<file path="src/pdga_pkg.sv">
// Shared types and constants of the Poisson disk grid acceptance block.
// No dependencies; the files that use it refer to it by scoped names.
package pdga_pkg;

   localparam int COORD_W     = 16;
   localparam int RECIP_W     = 17;
   localparam int RADIUS_W    = 35;
   localparam int PROD_W      = COORD_W + RECIP_W;
   localparam int IDX_SHIFT   = 20;
   localparam int IDX_W       = PROD_W - IDX_SHIFT;
   localparam int IDX_EXT_W   = IDX_W + 1;
   localparam int CELL_W      = 12;
   localparam int SQ_W        = 2 * COORD_W;
   localparam int ENTRY_W     = 2 * COORD_W + 1;
   localparam int WINDOW_REACH = 2;

   localparam int CSR_ADDR_W  = 5;
   localparam int CSR_DATA_W  = 64;

   localparam logic [1:0] REG_AREA_WIDTH  = 2'd0;
   localparam logic [1:0] REG_AREA_HEIGHT = 2'd1;
   localparam logic [1:0] REG_RADIUS_SQ   = 2'd2;
   localparam logic [1:0] REG_CELL_RECIP  = 2'd3;

   localparam logic [COORD_W-1:0]  AREA_WIDTH_RESET  = 16'hFFFF;
   localparam logic [COORD_W-1:0]  AREA_HEIGHT_RESET = 16'hFFFF;
   localparam logic [RADIUS_W-1:0] RADIUS_SQ_RESET   = 35'd65536;
   localparam logic [RECIP_W-1:0]  CELL_RECIP_RESET  = 17'd4096;

   typedef enum logic [2:0] {
      STATUS_ACCEPTED     = 3'd0,
      STATUS_OUTSIDE_AREA = 3'd1,
      STATUS_TOO_CLOSE    = 3'd2,
      STATUS_OUTSIDE_GRID = 3'd3,
      STATUS_CLEARED      = 3'd4
   } status_type;

   typedef enum logic [2:0] {
      S_IDLE,
      S_INDEX,
      S_CHECK,
      S_SCAN,
      S_DRAIN,
      S_CLEAR
   } state_type;

   typedef struct packed {
      logic [COORD_W-1:0]  area_width;
      logic [COORD_W-1:0]  area_height;
      logic [RADIUS_W-1:0] radius_sq;
      logic [RECIP_W-1:0]  cell_recip;
   } cfg_type;

   typedef struct packed {
      logic       load_item;
      logic       load_index;
      logic       scan_init;
      logic       scan_step;
      logic       sweep_init;
      logic       sweep_step;
      logic       write_cell;
      logic       respond;
      status_type rsp_code;
   } cmd_type;

   typedef struct packed {
      logic area_fail;
      logic grid_fail;
      logic scan_last;
      logic pipe_busy;
      logic too_close;
      logic sweep_last;
   } stat_type;

endpackage

</file>
<file path="src/pdga_ctrl.sv">
// Sequencing state machine of the grid acceptance block.
// Depends on pdga_pkg; drives the datapath through cmd_type, reads stat_type.
module pdga_ctrl (
   input  logic               clock,
   input  logic               reset,
   input  logic               start,
   input  logic               req_type,
   output logic               busy,
   output pdga_pkg::cmd_type  cmd,
   input  pdga_pkg::stat_type stat
);

   pdga_pkg::state_type state_ff, state_in;
   logic                clr_resp_ff, clr_resp_in;
   logic                accept;

   assign accept = start && (state_ff == pdga_pkg::S_IDLE);

   // Next state.
   always_comb begin
      state_in    = state_ff;
      clr_resp_in = clr_resp_ff;
      case (state_ff)
         pdga_pkg::S_IDLE: begin
            if (accept) begin
               clr_resp_in = req_type;
               state_in    = req_type ? pdga_pkg::S_CLEAR : pdga_pkg::S_INDEX;
            end
         end
         pdga_pkg::S_INDEX: begin
            state_in = pdga_pkg::S_CHECK;
         end
         pdga_pkg::S_CHECK: begin
            if (stat.area_fail || stat.grid_fail) begin
               state_in = pdga_pkg::S_IDLE;
            end else begin
               state_in = pdga_pkg::S_SCAN;
            end
         end
         pdga_pkg::S_SCAN: begin
            if (stat.scan_last) begin
               state_in = pdga_pkg::S_DRAIN;
            end
         end
         pdga_pkg::S_DRAIN: begin
            if (!stat.pipe_busy) begin
               state_in = pdga_pkg::S_IDLE;
            end
         end
         pdga_pkg::S_CLEAR: begin
            if (stat.sweep_last) begin
               state_in = pdga_pkg::S_IDLE;
            end
         end
         default: begin
            state_in = pdga_pkg::S_IDLE;
         end
      endcase
   end

   // Outputs.
   always_comb begin
      cmd.load_item  = 1'b0;
      cmd.load_index = 1'b0;
      cmd.scan_init  = 1'b0;
      cmd.scan_step  = 1'b0;
      cmd.sweep_init = 1'b0;
      cmd.sweep_step = 1'b0;
      cmd.write_cell = 1'b0;
      cmd.respond    = 1'b0;
      cmd.rsp_code   = pdga_pkg::STATUS_ACCEPTED;
      busy           = 1'b1;
      case (state_ff)
         pdga_pkg::S_IDLE: begin
            busy = 1'b0;
            if (accept) begin
               cmd.load_item  = 1'b1;
               cmd.sweep_init = req_type;
            end
         end
         pdga_pkg::S_INDEX: begin
            cmd.load_index = 1'b1;
         end
         pdga_pkg::S_CHECK: begin
            if (stat.area_fail) begin
               cmd.respond  = 1'b1;
               cmd.rsp_code = pdga_pkg::STATUS_OUTSIDE_AREA;
            end else if (stat.grid_fail) begin
               cmd.respond  = 1'b1;
               cmd.rsp_code = pdga_pkg::STATUS_OUTSIDE_GRID;
            end else begin
               cmd.scan_init = 1'b1;
            end
         end
         pdga_pkg::S_SCAN: begin
            cmd.scan_step = 1'b1;
         end
         pdga_pkg::S_DRAIN: begin
            if (!stat.pipe_busy) begin
               cmd.respond    = 1'b1;
               cmd.write_cell = !stat.too_close;
               cmd.rsp_code   = stat.too_close ? pdga_pkg::STATUS_TOO_CLOSE
                                               : pdga_pkg::STATUS_ACCEPTED;
            end
         end
         pdga_pkg::S_CLEAR: begin
            cmd.sweep_step = 1'b1;
            if (stat.sweep_last && clr_resp_ff) begin
               cmd.respond  = 1'b1;
               cmd.rsp_code = pdga_pkg::STATUS_CLEARED;
            end
         end
         default: begin
         end
      endcase
   end

   // Reset starts with a sweep of the store that reports no result.
   always_ff @(posedge clock) begin
      if (reset) begin
         state_ff    <= pdga_pkg::S_CLEAR;
         clr_resp_ff <= 1'b0;
      end else begin
         state_ff    <= state_in;
         clr_resp_ff <= clr_resp_in;
      end
   end

endmodule

</file>
<file path="config.mk">
export PLATFORM = sky130hd
export DESIGN_NAME = pdga_ctrl
export DESIGN_NICKNAME = d
export VERILOG_FILES = /design/src/pdga_pkg.sv /design/src/pdga_ctrl.sv
export SDC_FILE = /design/constraint.sdc
export NUM_CORES = 1
export LEC_CHECK = 0
export BUFFER_PORTS_ARGS = -buffer_cell sky130_fd_sc_hd__buf_2
export CAP_MARGIN = 15
export CORE_AREA = 2 2 39 41
export DETAILED_ROUTE_END_ITERATION = 8
export DIE_AREA = 0 0 41 43
export GPL_TIMING_DRIVEN = 0
export PLACE_DENSITY_LB_ADDON = 0.3
export SLEW_MARGIN = 25
export SYNTH_ARGS = -nofsm -noshare
export SYNTH_HDL_FRONTEND = slang
export SYNTH_SLANG_ARGS = --single-unit
</file>
<file path="constraint.sdc">
create_clock -name clock -period 1.6 [get_ports clock]
set_clock_uncertainty 0.2 [all_clocks]
set_input_delay 0.16 -clock clock [delete_from_list [all_inputs] [get_ports clock]]
set_output_delay 0.16 -clock clock [all_outputs]
set_load 0.02 [all_outputs]
</file>
Word-level counts from Yosys, hierarchy flattened

Index checks and enable logic that the tools add are counted.

Output and inout bits: 12
Input bits: 10
Logic and storage cells: 43
Bits in registers: 4

Reduce and logical (&&, ||, !) cells: 7
Equality and inequality tests: 9
Muxes and demuxes: 25

Operator list:

| cell               | number |
|---|---|
| $pmux 3 s6         | 1 |
| $mux 3             | 5 |
| $mux 1             | 12 |
| $mux 4             | 3 |
| $pmux 4 s3         | 1 |
| $ne 2x2->1 const B | 4 |
| $eq 3x2->1 const B | 2 |
| $eq 3x3->1 const B | 2 |
| $mux 5             | 1 |
| $mux 2             | 2 |
| $reduce_and 4->1   | 1 |
| $eq 3x1->1 const B | 1 |
| $logic_not 3->1    | 1 |
| $logic_and 1x1->1  | 2 |
| $reduce_and 2->1   | 1 |
| $logic_not 1->1    | 1 |
| $logic_or 1x1->1   | 1 |

Depth between registers and ports, before layout

Word-level depth: 4
Depth in mapped cells: 4
Depth with buffers taken out: 3

Least setup slack after synthesis

No wires, ideal clock.

Kind: register to output
Start point: register state_ff[1]
End point: output cmd[6] (netlist name)
Path buffers: 0
Arrival time: 1.306 ns
Cell stages (with the launch flop): 3
Slack: -0.066 ns
Data required time: 1.240 ns
Path through: dfxtp_1 -> nor4b_2 -> and2_1

RTL lines:

| item                   | RTL line         | RTL |
|---|---|---|
| from (decl)            | pdga_ctrl.sv:13  | `pdga_pkg::state_type state_ff, state_in;` |
| from (signal assigned) | pdga_ctrl.sv:121 | `state_ff <= pdga_pkg::S_CLEAR;` |
| from (signal assigned) | pdga_ctrl.sv:124 | `state_ff <= state_in;` |
| to (decl)              | pdga_ctrl.sv:9   | `output pdga_pkg::cmd_type cmd,` |

==> results.py <==
metrics = {
    "worst_setup_path": {
        "required_ns": 1.24,
        "worstPathArrival_ns": 1.31,
        "cpMaxStageDelayCell": "sky130_fd_sc_hd__dfxtp_4",
        "critical_path_source_type": "flop",
        "critPathCaptureType": "output port",
        "crit_chain": "and3b_1 -> and3_4 -> o21bai_1 -> buf_4",
        "worstPathMaxFanout": 8,
        "critical_path_class": "flop to output port",
        "critPathMaxStageDelay_ns": 0.40,
    },
    "finish": {
        "num_antenna_cells": 0,
        "ff_latch_area_um2": 88.8,
        "postLayoutCellArea_um2": 627,
        "layout-drive-gt1-share": 0.534,
        "n_fill_cell": 144,
        "syn2layout_area_growth_pct": 72.2,
        "final_core_util": 0.453,
        "fin_nets": 85,
        "multi_input_comb_area_um2": 318,
    },
    "timing": {
        "fmax_mhz": 598,
        "hold_violations": 0,
        "finalCriticalPeriod_ns": 1.67,
        "slew_at_the_pin_closest_to_its_max_slew_limit_ns": 0.242,
        "postLayoutSetupSlackWorst_ns": -0.0718,
        "fin_crit_share": 1.04,
        "slew_headroom": 0.838,
        "rsz_0062_raised_after_global_routing": "yes",
        "setup_viol": 3,
        "final_max_slew_viol_count": 0,
    },
    "global_route": {
        "grt_pass1_vias": 362,
        "largest_net_degree_at_the_start_of_global_routing": 11,
        "grt_util_all_layers": 0.121,
        "grt.overflow.total": 0,
        "grt_first_pass_wirelength_um": 1440,
        "grt_antenna_before_repair": 0,
    },
    "drt": {
        "detailedRoute.firstIterationViolations": 4,
        "drt_pre_antenna_iters": 3,
        "wirelength_um": 1050,
        "drc_errors": 0,
        "route.antenna.remaining_nets": 0,
        "vias": 433,
        "vias_per_std_cell": 4.87,
        "routed_wire_length_per_instance_um": 11.8,
    },
    "clocking": {
        "root_buffer": "sky130_fd_sc_hd__clkbuf_4",
        "tritoncts": "yes",
        "cts-htree-levels": 1,
        "cts.path.max_buffers": 2,
        "clk-insertion-delay-late_ns": 0.24,
        "cts.reportedPaths.clkPinSlew_ns": 0.04,
        "clock-sinks": 4,
        "cts_buffers": 3,
    },
    "floorplanning": {
        "ioPinCount": 22,
        "core.rowCount": 14,
        "floorplan.initialDensity": 0.263,
        "dieArea_um2": 1760,
        "core_um2": 1380,
        "fp.dieH_um": 43,
        "fp.dieW_um": 41,
    },
    "placement": {
        "buffer_ports.inserted": 21,
        "gp_congestion": 0.678,
        "place_worst_setup_slack_ns": 0.0365,
        "placedInstanceArea_um2": 503,
        "detailed_place_hpwl_um": 712,
    },
    "pwr": {
        "p_leak_nw": 0.267,
        "pwr_per_cell_area_nw_per_um2": 670,
        "irDropWorstVdd_uv": 254,
        "finalPower_mw": 0.420,
    },
    "synthesis": {
        "avgSynthCellArea_um2": 7.92,
        "postSynthNetCount": 56,
        "post-synth-top-area-cell": "sky130_fd_sc_hd__dfxtp_1",
        "synthTopCellsByArea": "sky130_fd_sc_hd__dfxtp_1 22%, sky130_fd_sc_hd__nand2b_1 8.6%, sky130_fd_sc_hd__nor4b_2 8.2%",
        "yosysSeqAreaShare": 0.220,
        "synth-seq-cells": 4,
        "synth_area_um2": 364,
        "post-synth-top-area-fraction": 0.220,
        "synthesized_instance_count": 46,
        "netlist-cell-type-count": 27,
        "yosysWarningCount": 0,
    },
    "flow_run": {
        "timing.max_cap.violations": 0,
    },
    "status": {
        "failed_checks": "negative setup slack",
        "run_status": "finished, violations left",
    },
    "hold_path": {
        "worstHoldPathType": "input pin to flop",
    },
}
## final cells by class
class	instances	area share
timing repair buffer	24	0.236
multi-input combinational	38	0.507
inverter	1	0.00599
clock buffer	3	0.0359
buffer	3	0.0419
sequential	4	0.142
tap	16	0.0319
## routing by layer
| layer | up-vias | track usage | routed length, um |
|---|---|---|---|
| li1 | 225 | - | - |
| met4 | 0 | 0.0800 | 0 |
| met5 | - | 0 | 0 |
| met1 | 197 | 0.145 | 447 |
| met2 | 11 | 0.172 | 549 |
| met3 | 0 | 0.0471 | 55 |
## per-stage QoR
step,setup TNS (ns),std cells,hold WS (ns)
2_1_floorplan,-0.0665,46,0.0324
3_3_place_gp,0,83,0.185
3_5_place_dp,0,83,0.191
4_1_cts,-0.223,88,0.0121
5_1_grt,-0.509,89,0.0346
6_report,-0.161,89,0.0197
## sequential cells by signal, summed over array words and instances (netlist names)
register / cells
state_ff: 3
clr_resp_ff: 1
## what timing repair did
action	in CTS	in global routing
setup buffers	0	1
resized for setup	11	9
setup endpoints to repair	10	9
endpoints found under the hold margin	4	0
hold buffers	2	0
pin swaps	1	0
## power by group
group	switching [mW]	internal (mW)	total [mW]
combinational	0.0817	0.0813	0.163
sequential	0.0206	0.110	0.131
clock	0.0424	0.0840	0.126
total	0.145	0.275	0.420
## layout by cell type, fill, tap and decap left out, drive strengths merged
cell type,synthesis,routed
buf,3,25
nand2b,5,5
nor2,5,5
a21oi,4,4
dfxtp,4,4
clkbuf,0,3
nor3,2,2
nand2,2,2
dlygate4sd3,0,2
nor4b,2,2
nor4,2,2
and3b,1,1
nor4bb,1,1
a31oi,1,1
or3,1,1
nor3b,1,1
o22a,1,1
and3,1,1
o21bai,1,1
and2,1,1
nand3,1,1
nand4bb,1,1
a211o,1,1
inv,1,1
or3b,1,1
nand3b,1,1
a2111o,1,1
mux2i,1,1
## path summary, 6_finish.rpt
path | end | depth (start not counted) | startpoint | slack (ns)
hold / removal | state_ff[0]$_SDFFE_PP1P_ | 3 | stat[3] | 0.02
setup reg to reg | state_ff[0]$_SDFFE_PP1P_ | 5 | state_ff[2]$_SDFFE_PP1P_ | 0.17
hold reg to reg | clr_resp_ff$_SDFFE_PP0P_ | 2 | clr_resp_ff$_SDFFE_PP0P_ | 0.31
setup / recovery | cmd[3] | 4 | state_ff[1]$_SDFFE_PP0P_ | -0.07
## cell usage after synthesis (all sizes together)
| master | instances |
|---|---|
| and3 | 1 |
| nand4bb | 1 |
| nor4b | 2 |
| nor3 | 2 |
| o22a | 1 |
| nand3b | 1 |
| mux2i | 1 |
| nor4bb | 1 |
| inv | 1 |
| a31oi | 1 |
| nor4 | 2 |
| or3 | 1 |
| a2111o | 1 |
| buf | 3 |
| nand2b | 5 |
| and3b | 1 |
| nor3b | 1 |
| a21oi | 4 |
| nor2 | 5 |
| or3b | 1 |
| a211o | 1 |
| dfxtp | 4 |
| o21bai | 1 |
| and2 | 1 |
| nand3 | 1 |
| nand2 | 2 |
## worst max-delay path: cells and delay by family (launching register included)
family | cells | cell delay, ns
AO/OA/AOI/OAI | 1 | 0.15
buffers and inverters | 1 | 0.16
flip-flops | 1 | 0.40
AND/OR/NAND/NOR | 2 | 0.36
## kinds of logic (layout without fill, tap and decap cells)
kind of cell / Yosys count / after routing / synth area share
buffers and inverters: 4 / 31 / 0.0653
and+or+nand+nor: 28 / 28 / 0.516
DFF: 4 / 4 / 0.220
muxes: 1 / 1 / 0.0275
AOI/OAI and AO/OA: 9 / 9 / 0.172
Note: power is estimated with default switching activity, not from simulation.
