`config.mk`:
```
export PLATFORM = sky130hd
export DESIGN_NAME = pdga_csr
export DESIGN_NICKNAME = d
export VERILOG_FILES = /design/src/pdga_pkg.sv /design/src/pdga_csr.sv
export SDC_FILE = /design/constraint.sdc
export NUM_CORES = 1
export LEC_CHECK = 0
export BUFFER_PORTS_ARGS = -buffer_cell sky130_fd_sc_hd__buf_2
export CORE_ASPECT_RATIO = 1.25
export CORE_MARGIN = 2
export CORE_UTILIZATION = 45
export DETAILED_ROUTE_END_ITERATION = 8
export PLACE_DENSITY_LB_ADDON = 0.15
export SLEW_MARGIN = 40
export SYNTH_ARGS = -nofsm -noshare
export SYNTH_HDL_FRONTEND = slang
export SYNTH_SLANG_ARGS = --single-unit
```
`constraint.sdc`:
```
create_clock -name clock -period 1.3 [get_ports clock]
set_input_delay 0.065 -clock clock [delete_from_list [all_inputs] [get_ports clock]]
set_output_delay 0.065 -clock clock [all_outputs]
set_load 0.03 [all_outputs]
```
`src/pdga_pkg.sv`:
```
// Shared types and constants of the Poisson disk grid acceptance block.
// No dependencies; the files that use it refer to it by scoped names.
package pdga_pkg;

   localparam int COORD_W     = 16;
   localparam int RECIP_W     = 17;
   localparam int RADIUS_W    = 35;
   localparam int PROD_W      = COORD_W + RECIP_W;
   localparam int IDX_SHIFT   = 20;
   localparam int IDX_W       = PROD_W - IDX_SHIFT;
   localparam int IDX_EXT_W   = IDX_W + 1;
   localparam int CELL_W      = 12;
   localparam int SQ_W        = 2 * COORD_W;
   localparam int ENTRY_W     = 2 * COORD_W + 1;
   localparam int WINDOW_REACH = 2;

   localparam int CSR_ADDR_W  = 5;
   localparam int CSR_DATA_W  = 64;

   localparam logic [1:0] REG_AREA_WIDTH  = 2'd0;
   localparam logic [1:0] REG_AREA_HEIGHT = 2'd1;
   localparam logic [1:0] REG_RADIUS_SQ   = 2'd2;
   localparam logic [1:0] REG_CELL_RECIP  = 2'd3;

   localparam logic [COORD_W-1:0]  AREA_WIDTH_RESET  = 16'hFFFF;
   localparam logic [COORD_W-1:0]  AREA_HEIGHT_RESET = 16'hFFFF;
   localparam logic [RADIUS_W-1:0] RADIUS_SQ_RESET   = 35'd65536;
   localparam logic [RECIP_W-1:0]  CELL_RECIP_RESET  = 17'd4096;

   typedef enum logic [2:0] {
      STATUS_ACCEPTED     = 3'd0,
      STATUS_OUTSIDE_AREA = 3'd1,
      STATUS_TOO_CLOSE    = 3'd2,
      STATUS_OUTSIDE_GRID = 3'd3,
      STATUS_CLEARED      = 3'd4
   } status_type;

   typedef enum logic [2:0] {
      S_IDLE,
      S_INDEX,
      S_CHECK,
      S_SCAN,
      S_DRAIN,
      S_CLEAR
   } state_type;

   typedef struct packed {
      logic [COORD_W-1:0]  area_width;
      logic [COORD_W-1:0]  area_height;
      logic [RADIUS_W-1:0] radius_sq;
      logic [RECIP_W-1:0]  cell_recip;
   } cfg_type;

   typedef struct packed {
      logic       load_item;
      logic       load_index;
      logic       scan_init;
      logic       scan_step;
      logic       sweep_init;
      logic       sweep_step;
      logic       write_cell;
      logic       respond;
      status_type rsp_code;
   } cmd_type;

   typedef struct packed {
      logic area_fail;
      logic grid_fail;
      logic scan_last;
      logic pipe_busy;
      logic too_close;
      logic sweep_last;
   } stat_type;

endpackage

```
`src/pdga_csr.sv`:
```
// Configuration registers of the grid acceptance block behind an APB-style port.
// Depends on pdga_pkg.
module pdga_csr (
   input  logic                                 clock,
   input  logic                                 reset,
   input  logic                                 psel,
   input  logic                                 penable,
   input  logic                                 pwrite,
   input  logic [pdga_pkg::CSR_ADDR_W-1:0]      paddr,
   input  logic [pdga_pkg::CSR_DATA_W-1:0]      pwdata,
   output logic [pdga_pkg::CSR_DATA_W-1:0]      prdata,
   output logic                                 pready,
   output pdga_pkg::cfg_type                    cfg
);

   logic [1:0]                        reg_sel;
   logic                              wr_strobe;
   logic [pdga_pkg::COORD_W-1:0]      area_width_ff, area_width_in;
   logic [pdga_pkg::COORD_W-1:0]      area_height_ff, area_height_in;
   logic [pdga_pkg::RADIUS_W-1:0]     radius_sq_ff, radius_sq_in;
   logic [pdga_pkg::RECIP_W-1:0]      cell_recip_ff, cell_recip_in;

   // Registers sit on 8-byte boundaries.
   assign reg_sel   = paddr[4:3];
   assign wr_strobe = psel & penable & pwrite;
   assign pready    = 1'b1;

   always_comb begin
      area_width_in  = area_width_ff;
      area_height_in = area_height_ff;
      radius_sq_in   = radius_sq_ff;
      cell_recip_in  = cell_recip_ff;
      if (wr_strobe) begin
         case (reg_sel)
            pdga_pkg::REG_AREA_WIDTH: begin
               area_width_in = pwdata[pdga_pkg::COORD_W-1:0];
            end
            pdga_pkg::REG_AREA_HEIGHT: begin
               area_height_in = pwdata[pdga_pkg::COORD_W-1:0];
            end
            pdga_pkg::REG_RADIUS_SQ: begin
               radius_sq_in = pwdata[pdga_pkg::RADIUS_W-1:0];
            end
            pdga_pkg::REG_CELL_RECIP: begin
               cell_recip_in = pwdata[pdga_pkg::RECIP_W-1:0];
            end
            default: begin
            end
         endcase
      end
   end

   always_ff @(posedge clock) begin
      if (reset) begin
         area_width_ff  <= pdga_pkg::AREA_WIDTH_RESET;
         area_height_ff <= pdga_pkg::AREA_HEIGHT_RESET;
         radius_sq_ff   <= pdga_pkg::RADIUS_SQ_RESET;
         cell_recip_ff  <= pdga_pkg::CELL_RECIP_RESET;
      end else begin
         area_width_ff  <= area_width_in;
         area_height_ff <= area_height_in;
         radius_sq_ff   <= radius_sq_in;
         cell_recip_ff  <= cell_recip_in;
      end
   end

   always_comb begin
      case (reg_sel)
         pdga_pkg::REG_AREA_WIDTH:  prdata = pdga_pkg::CSR_DATA_W'(area_width_ff);
         pdga_pkg::REG_AREA_HEIGHT: prdata = pdga_pkg::CSR_DATA_W'(area_height_ff);
         pdga_pkg::REG_RADIUS_SQ:   prdata = pdga_pkg::CSR_DATA_W'(radius_sq_ff);
         pdga_pkg::REG_CELL_RECIP:  prdata = pdga_pkg::CSR_DATA_W'(cell_recip_ff);
         default:                   prdata = '0;
      endcase
   end

   assign cfg.area_width  = area_width_ff;
   assign cfg.area_height = area_height_ff;
   assign cfg.radius_sq   = radius_sq_ff;
   assign cfg.cell_recip  = cell_recip_ff;

endmodule

```
After elaboration in Yosys (flattened, before gate mapping)
Index checks and enable logic that the tools add are counted.

word-level totals
  register bits after elaboration = 84
  bits in latches = 0
  memory bits (writable) = 0
  memory bits (read-only) = 0
  input port bits = 74
  output and inout port bits = 149
  logic and storage cells = 15
  memories kept = 0

operators by class
  add/subtract/negate cells = 0
  $mul = 0
  divide/modulo/power cells = 0
  magnitude comparators = 0
  equal/unequal tests = 3
  shift operators = 0
  mux-type cells = 1
  bitwise logic cells = 2
  reductions and logical operators = 5

operators by type and width
  cell                                           count
  case mux 64 bit (4 select lines)               1
  AND reduction 2 bit                            4
  == test 2 bit, second input constant           2
  bitwise AND 1 bit                              2
  == test 2 x 1 -> 1 bit, second input constant  1
  zero test 2 bit                                1

Depth between registers and ports, before layout
Gate-level depths: netlist of the first run.

  depth after elaboration = 3
  mapped depth = 5
  depth with buffers taken out = 3

Worst setup path before layout of the first run
Ideal clock, no wire load.

  path type = register to output
  from = register cell_recip_ff[16] in the netlist's numbering
  to = output port prdata[16] in the netlist's numbering
  arrival time = 1.078 ns
  data required time = 1.235 ns
  path slack = 0.157 ns
  cell stages (with the launch flop) = 3
  path buffers = 0
  cell sequence = dfxtp_1 > mux2i_1 > nor2b_1

between the ends
  word-level cells in the longest chain between the ends = 1

ends and longest elaborated chain
  element                           line            RTL
  from (decl)                       pdga_csr.sv:21  logic [pdga_pkg::RECIP_W-1:0] cell_recip_ff, cell_recip_in;
  from (signal assigned)            pdga_csr.sv:58  cell_recip_ff <= pdga_pkg::CELL_RECIP_RESET;
  from (signal assigned)            pdga_csr.sv:63  cell_recip_ff <= cell_recip_in;
  case mux 64 bit (4 select lines)  pdga_csr.sv:68  case (reg_sel)
  to (decl)                         pdga_csr.sv:11  output logic [pdga_pkg::CSR_DATA_W-1:0] prdata,

No other way between the ends. The select of a mux whose other input is x is not followed.

Worst setup path after layout of the first run
  from = register area_height_ff[15] in the netlist's numbering
  to = output port prdata[15] in the netlist's numbering

between the ends
  word-level cells in the longest chain between the ends = 1

ends and longest elaborated chain
  element                           line            RTL
  from (decl)                       pdga_csr.sv:19  logic [pdga_pkg::COORD_W-1:0] area_height_ff, area_height_in;
  from (signal assigned)            pdga_csr.sv:56  area_height_ff <= pdga_pkg::AREA_HEIGHT_RESET;
  from (signal assigned)            pdga_csr.sv:61  area_height_ff <= area_height_in;
  case mux 64 bit (4 select lines)  pdga_csr.sv:68

No other way between the ends. The select of a mux whose other input is x is not followed.

==> run_results.csv, run 1 <==
group,metric,value,unit
worst_setup_path,crit_arrival,1.30,ns
synthesis,ys_seq_area_share,39.7,%
timing,setup_viol,16,
route,wl_per_cell,14.9,um
clock_tree,numCtsBuffers,9,
power,p_seq_share,44.6,%
global_route,track_usage,21.1,%
die,fp.dieH,112,um
worst_setup_path,start_kind,"flop",
place,dp_hpwl,7.22,mm
layout,final_cell_mix,"buf_2 (143), mux2i_1 (66), nand2b_1 (66)",
outcome,violations,"setup timing",
worst_setup_path,critical_path.max_fanout,3,
clock_tree,htreeDepth,3,
route,vias,3579,
route,firstDrtPassIters,4,
power,p_leak,2.74,nW
synthesis,syn_avg_cell_area,10.3,um2
layout,instances_no_fill,734,
outcome,status,"finished with violations",
clock_tree,path_clk_slew,0.06,ns
route,wl,10.9,mm
power,internal_power,0.00435,W
worst_setup_path,r2r_setup_slack,0.48,ns
timing,fin_ws,-0.0662,ns
die,dieArea,10200,um2
layout,n_fill_cell,780,
layout,layout.nets,681,
die,rows,39,
die,io_pins,223,
worst_setup_path,path_class,"reg2out",
flow_run,max_cap_violations,0,
synthesis,ys_ff_latch,84,
route,drtIter0Drc,135,
timing,rsz0062_at_grt,"yes",
power,p_sw,0.00156,W
hold_path,hp-start,"pwdata[25]",
power,clkPwrFrac,40.6,%
hold_path,hp-class,"in2reg",
layout,layout_commonest_cell,"buf_2",
place,gp_congestion,0.704,
die,start_util,46.4,%
die,core,9130,um2
route,via_per_inst,4.88,
timing,final.setup_skew,0,ns
power,powerDensity,1010,nW/um2
global_route,grt_first_pass_wirelength,17.2,mm
power,vdd_ir_drop_max,783,uV
worst_setup_path,reg2regPathDepth,4,
timing,hold_viol_final,0,
global_route,grt_max_degree,44,
global_route,overflow,0,
clock_tree,clock_latency,0.33,ns
route,drcViolationCount,0,
clock_tree,cts.sinks,84,
power,power,0.00590,W
timing,finalMaxSlewViolations,0,
place,placed_cell_area,5040,um2
place,place_inst,675,
worst_setup_path,worstSetupEndpointType,"output port",
route,ant_nets,0,
clock_tree,cts_tree,"yes",
clock_tree,clockRootBuffer,"clkbuf_16",
layout,antenna_cells,0,
synthesis,netlist_instances,413,
synthesis,synth_area,4230,um2
die,die_w,90.8,um
hold_path,min_path_cells,3,
layout,layout-drive-gt1-share,48.3,%
timing,layout_min_cycle_time,1.37,ns
global_route,antenna_found_initial,0,
timing,max_freq,732,MHz
place,io_buffers,160,
power,p_sw_share,26.4,%
worst_setup_path,critical_path_required,1.24,ns
worst_setup_path,r2r-end,"radius_sq_ff[14]",
synthesis,synth_cell_types,20,
synthesis,yosysWarnings,0,
layout,fin_area,5840,um2
global_route,grt_pass1_vias,3532,
worst_setup_path,r2r_start,"radius_sq_ff[14]",
layout,area_delta_synth_final,37.9,%
hold_path,hold_end,"radius_sq_ff[25]",
clock_tree,clockBufferDepth,2,
power,power_frac_comb,14.8,%
timing,min_period_over_period,105,%
-- cells by family after synthesis --
kind of cell	Yosys count	synth area share, %
buffers and inverters	65	11.2
flip-flops	84	39.7
multiplexers	82	24.1
other	2	0.177
AO/OA/AOI/OAI	19	2.25
AND/OR/NAND/NOR	161	22.6
-- power by group through the flow --
| stage | clock network [W] | logic [W] | registers [W] |
|---|---|---|---|
| after floorplan | 0 | 0.000563 | 0.00275 |
| after global placement | 0 | 0.000772 | 0.00269 |
| after detailed placement | 0 | 0.000779 | 0.00269 |
| after CTS | 0.00246 | 0.000873 | 0.00263 |
| after global routing | 0.00256 | 0.000928 | 0.00264 |
| final | 0.00240 | 0.000874 | 0.00263 |
-- critical path, cell delays in order (launching register included) --
cell and delay, ns:
dfxtp_2 0.32, mux4_2 0.48, buf_6 0.16
-- worst max path at each step --
stage / from / endpoint / slack [ns] / cells after the start
4_1_cts: cell_recip_ff[12] / prdata[12] / -0.08 / 2
2_1_floorplan: cell_recip_ff[16] / prdata[16] / 0.16 / 2
6_report: area_height_ff[15] / prdata[15] / -0.07 / 2
3_5_place_dp: pwrite / area_width_ff[12] / 0.14 / 5
5_1_grt: area_height_ff[15] / prdata[15] / -0.1 / 2
3_3_place_gp: paddr[4] / prdata[4] / 0.15 / 4
-- metrics by stage --
step	worst slack [ns]	utilization [%]	setup TNS, ns	hold slack (ns)
5_1_grt	-0.0958	64.0	-1.26	0.0105
6_report	-0.0662	64.0	-0.755	0.00398
2_1_floorplan	0.157	-	0	0.217
4_1_cts	-0.0786	63.4	-0.933	0.0000691
3_3_place_gp	0.148	55.2	0	0.333
3_5_place_dp	0.141	55.2	0	0.334
-- layout make-up --
type	count	area [um2]	area share, %
Multi-Input combinational cell	292	2190	37.6
Sequential cell	84	1740	29.9
Timing Repair Buffer	220	1470	25.2
Clock buffer	11	253	4.33
Tap cell	123	154	2.64
Clock inverter	4	25.0	0.429
-- registers in the layout (all words and copies together) (netlist names) --
name	cells
area_height_ff	16
cell_recip_ff	17
radius_sq_ff	35
area_width_ff	16
-- cell usage after synthesis --
library cell	count	area share, %
nand2b_1	66	9.8
buf_4	30	5.3
nand4b_1	19	3.9
mux4_2	16	8.5
nor3b_2	1	0.30
nor2b_1	2	0.30
clkbuf_1	9	0.80
buf_2	14	1.7
and2_1	19	2.8
nor2_1	51	4.5
mux2i_1	66	16
nand3b_4	1	0.47
nand3_2	1	0.24
o21ai_0	16	1.9
o21ai_1	3	0.35
dfxtp_1	84	40
buf_6	11	2.9
and3_4	1	0.27
conb_1	2	0.18
buf_12	1	0.47
-- repair_timing --
item | CTS | global route
endpoints found under the hold margin | 11 | 0
buffers inserted | 28 | 5
hold buffers | 11 | 0
gates resized for setup | 70 | 11
endpoints found under the setup margin | 16 | 16
-- per-layer routing --
layer  vias up  GRT usage (%)  part of all wire [%]
li1       1722              -                     -
met1      1707           24.5                    42
met2       134           36.8                    50
met3        16           5.97                   6.3
met4         0           8.21                   1.6
met5         -              0                     0
(Power assumes the default switching activity.)
==> run 2: changes to the inputs <==
Settings changed: CORE_UTILIZATION 45 to 47, CTS_BUF_LIST set to sky130_fd_sc_hd__clkbuf_4, CTS_CLUSTER_DIAMETER set to 60.
==> run 2 against run 1 <==
The run still ends with setup timing left. Sequential cell count unchanged. Largest cell class unchanged. Critical path depth unchanged. Via count increased by 2.1%.
==> run_results.csv, run 2 (synthesis results as in run 1) <==
group,metric,value,unit
die,die_w,88.9,um
worst_setup_path,crit_end,"prdata[13]",
die,rows,38,
layout,layout.nets,698,
worst_setup_path,crit_start,"cell_recip_ff[13]",
global_route,antenna_found_initial,0,
place,io_buffers,160,
route,via_per_inst,4.88,
worst_setup_path,crit_arrival,1.41,ns
route,firstDrtPassIters,4,
clock_tree,numCtsBuffers,9,
layout,area_delta_synth_final,39.9,%
layout,regMostFlops,"radius_sq_ff",
route,ant_nets,0,
layout,largest_reg_flops,35,
global_route,grt_max_degree,61,
route,vias,3654,
layout,fin_area,5920,um2
worst_setup_path,worstSetupEndpointType,"output port",
place,gp_congestion,0.736,
timing,min_period_over_period,114,%
layout,utilization,68.1,%
global_route,overflow,0,
timing,fin_ws,-0.178,ns
outcome,violations,"setup timing",
route,drtIter0Drc,116,
die,core,8700,um2
clock_tree,cts.sinks,84,
worst_setup_path,critical_path_required,1.24,ns
worst_setup_path,r2r_setup_slack,0.54,ns
worst_setup_path,path_class,"reg2out",
place,dp_hpwl,7.14,mm
flow_run,max_cap_violations,0,
worst_setup_path,reg2regPathDepth,3,
die,dieArea,9790,um2
layout,instances_no_fill,749,
power,vdd_ir_drop_max,556,uV
die,fp.dieH,110,um
die,io_pins,223,
timing,setup_viol,16,
layout,layout_commonest_cell,"buf_2",
timing,hold_viol_final,0,
hold_path,hp-class,"in2reg",
route,drcViolationCount,0,
layout,antenna_cells,0,
worst_setup_path,critical_path.max_fanout,2,
global_route,track_usage,22.9,%
route,wl_per_cell,14.8,um
clock_tree,htreeDepth,3,
global_route,grt_first_pass_wirelength,17.2,mm
global_route,grt_pass1_vias,3532,
power,powerDensity,887,nW/um2
power,p_leak,2.76,nW
worst_setup_path,r2r_start,"area_height_ff[15]",
layout,reg_top3,"radius_sq_ff (35), cell_recip_ff (17)",
timing,rsz0062_at_grt,"yes",
place,dp_slack,0.0534,ns
clock_tree,cts_tree,"yes",
timing,layout_min_cycle_time,1.48,ns
worst_setup_path,r2r-end,"area_height_ff[15]",
clock_tree,path_clk_slew,0.14,ns
place,placed_cell_area,5040,um2
route,wl,11.1,mm
clock_tree,clock_latency,0.40,ns
worst_setup_path,start_kind,"flop",
layout,layout-drive-gt1-share,46.4,%
timing,finalMaxSlewViolations,0,
clock_tree,clockBufferDepth,2,
place,place_inst,671,
timing,max_freq,677,MHz
timing,final.setup_skew,0,ns
die,start_util,48.7,%
clock_tree,clockRootBuffer,"clkbuf_4",
outcome,status,"finished with violations",
layout,final_cell_mix,"buf_2 (142), mux2i_1 (66), nand2b_1 (66)",
timing,tns,-2.54,ns
==> run 2: cell types whose count changed in the layout (fill, tap and decap cells not counted), moves of 2 or more <==
cell,before,now
clkbuf_8,2,0
dfxtp_2,49,53
clkbuf_16,9,0
dlygate4sd3_1,11,35
buf_4,43,36
clkbuf_4,0,11
bufinv_16,0,2
dfxtp_1,35,31
==> run 2: where the power goes <==
part	switching, W	leakage [nW]	internal (W)	total, W
Combinational	0.000528	2.00	0.000402	0.000930
Clock	0.000875	0.0845	0.000816	0.00169
Sequential	0.0000228	0.679	0.00261	0.00263
Total	0.00143	2.76	0.00383	0.00525
==> run 2: what timing repair did <==
action | CTS | global route
gates resized for setup | 73 | 14
hold buffers | 35 | 0
pin swaps | 0 | 0
hold endpoints to repair | 84 | 0
setup endpoints to repair | 16 | 17
buffers inserted | 24 | 3
==> run 2: final cells by class <==
type | instances | area (um2)
repair buffers | 237 | 1670
well taps | 120 | 150
flip-flops and latches | 84 | 1750
clock buffers | 11 | 82.6
fillers | 694 | 2780
multi-input cells | 292 | 2190
clock inverters | 5 | 76.3
==> run 2: per-stage QoR <==
stage / hold WS [ns] / total power, W
finish: 0.0697 / 0.00525
global route: 0.0878 / 0.00548
CTS: 0.0366 / 0.00529
detailed placement: 0.334 / 0.00347
global placement: 0.320 / 0.00346
floorplan: 0.217 / 0.00332
==> run 2: how the worst min path moves through the flow <==
stage	start	endpoint	slack (ns)	cells past startpoint
5_1_grt	reset	radius_sq_ff[12]	0.09	3
3_3_place_gp	pwdata[34]	radius_sq_ff[34]	0.32	3
4_1_cts	reset	radius_sq_ff[12]	0.04	3
2_1_floorplan	pwdata[16]	cell_recip_ff[16]	0.22	2
3_5_place_dp	pwdata[21]	radius_sq_ff[21]	0.33	3
6_report	reset	radius_sq_ff[12]	0.07	3
==> run 2: routing by layer <==
layer	vias up	GRT usage, %	share of wire, %
met5	-	0	0
met4	0	8.98	1.6
met3	13	3.65	6.2
met2	146	40.0	52
met1	1739	28.0	40
li1	1756	-	-
==> run 2: worst max-delay path, stage by stage, from the launching register on <==
cell and delay, ns:
dfxtp_2 0.35, mux4_2 0.48, buf_6 0.16
==> run 3: changes to the inputs <==
Settings changed: MAX_ROUTING_LAYER set to met4.
==> run 3 against run 2 <==
The flow still finishes with violations (setup timing). Count of clock-buffer cells in the layout stayed put. Sequential power hardly changed. Critical path depth stayed put. Non-clock buffer count stayed put. Clock power hardly changed. First-iteration DRC count is 0.86% lower.
==> run_results.csv, run 3 (synthesis results as in run 1) <==
group,metric,value,unit
outcome,status,"finished with violations",
outcome,violations,"setup timing",
worst_setup_path,critical_path.cell_chain,"mux4_2 -> buf_6",
place,dp_hpwl,7.14,mm
die,core,8700,um2
clock_tree,numCtsBuffers,9,
global_route,grt_first_pass_wirelength,17.2,mm
clock_tree,clock_latency,0.40,ns
route,drtIter0Drc,115,
worst_setup_path,crit_arrival,1.42,ns
global_route,grt_pass1_vias,3534,
worst_setup_path,worstSetupEndpointType,"output port",
die,fp.dieH,110,um
layout,regMostFlops,"radius_sq_ff",
timing,min_period_over_period,114,%
clock_tree,htreeDepth,3,
flow_run,max_cap_violations,0,
global_route,antenna_found_initial,0,
route,via_per_inst,4.91,
clock_tree,clockBufferDepth,2,
die,die_w,88.9,um
timing,setup_viol,16,
power,vdd_ir_drop_max,556,uV
power,p_leak,2.76,nW
layout,layout.nets,698,
clock_tree,cts_tree,"yes",
place,dp_slack,0.0534,ns
layout,antenna_cells,0,
timing,max_freq,675,MHz
worst_setup_path,path_class,"reg2out",
timing,fin_ws,-0.181,ns
worst_setup_path,critical_path.max_fanout,3,
clock_tree,clockRootBuffer,"clkbuf_4",
die,dieArea,9790,um2
layout,n_fill_cell,694,
global_route,track_usage,23.6,%
place,placed_cell_area,5040,um2
layout,layout-drive-gt1-share,46.4,%
route,ant_nets,0,
layout,fin_area,5920,um2
layout,layout_commonest_cell,"buf_2",
die,io_pins,223,
layout,largest_reg_flops,35,
global_route,grt_max_degree,61,
layout,instances_no_fill,749,
route,wl_per_cell,14.9,um
route,drcViolationCount,0,
timing,finalMaxSlewViolations,0,
timing,layout_min_cycle_time,1.48,ns
timing,rsz0062_at_grt,"yes",
route,firstDrtPassIters,4,
layout,reg_top3,"radius_sq_ff (35), cell_recip_ff (17)",
layout,area_delta_synth_final,39.9,%
place,io_buffers,160,
timing,final.setup_skew,0,ns
clock_tree,path_clk_slew,0.14,ns
timing,hold_viol_final,0,
clock_tree,cts.sinks,84,
route,wl,11.1,mm
place,place_inst,671,
route,vias,3680,
die,rows,38,
die,start_util,48.7,%
place,gp_congestion,0.745,
worst_setup_path,critical_path_required,1.24,ns
power,powerDensity,888,nW/um2
hold_path,hp-class,"in2reg",
layout,final_cell_mix,"buf_2 (142), mux2i_1 (66), nand2b_1 (66)",
global_route,overflow,0,
worst_setup_path,cpMaxStageDelayCell,"mux4_2",
worst_setup_path,start_kind,"flop",
worst_setup_path,critical-path-max-stage-delay,0.47,ns
power,power,0.00526,W
## run 3: cell counts in the layout (fill, tap and decap cells not counted)
Identical to the previous run, type by type.
## run 3: cell type report
class	instances	area [um2]	area share, %
Clock buffer	11	82.6	1.39
Clock inverter	5	76.3	1.29
Multi-Input combinational cell	292	2190	37.1
Sequential cell	84	1750	29.5
Tap cell	120	150	2.53
Timing Repair Buffer	237	1670	28.2
## run 3: report_power, final
| part | total (W) | switching [W] | internal [W] | leakage [nW] |
|---|---|---|---|---|
| Sequential | 0.00263 | 0.0000229 | 0.00261 | 0.679 |
| Combinational | 0.000932 | 0.000529 | 0.000402 | 2.00 |
| Clock | 0.00170 | 0.000882 | 0.000816 | 0.0845 |
## run 3: repair_timing
item / CTS / global route
hold buffers: 35 / 0
endpoints found under the hold margin: 84 / 0
setup endpoints to repair: 16 / 17
gates resized for setup: 73 / 14
buffers inserted: 24 / 3
## run 3: metal layers
metal,global-route usage (%),part of all wire [%],up-vias,routed length [um]
met5,-,0,-,0
met3,3.20,5.6,15,625
met1,28.3,41,1759,4580
li1,-,-,1756,-
met2,39.9,51,150,5730
met4,8.98,1.7,0,193
## run 3: final timing paths
check / startpoint / to / slack [ns] / cells after the start
worst min-delay path: reset / radius_sq_ff[12] / 0.07 / 3
worst min register to register: radius_sq_ff[33] / radius_sq_ff[33] / 0.49 / 2
worst max register to register: area_height_ff[15] / area_height_ff[15] / 0.54 / 3
worst max-delay path: area_width_ff[13] / prdata[13] / -0.18 / 2
## run 3: per-stage QoR
| step | util (%) | hold WS, ns | setup TNS [ns] |
|---|---|---|---|
| floorplan | - | 0.217 | 0 |
| global placement | 58.0 | 0.320 | 0 |
| detailed placement | 58.0 | 0.334 | 0 |
| CTS | 67.6 | 0.0366 | -3.01 |
| global route | 68.1 | 0.0911 | -3.34 |
| finish | 68.1 | 0.0717 | -2.57 |
## run 3: worst max-delay path: cells and delay by family (launching register included)
family                 cells  cell delay [ns]
muxes                      1             0.47
DFF                        1             0.36
buffers and inverters      1             0.16
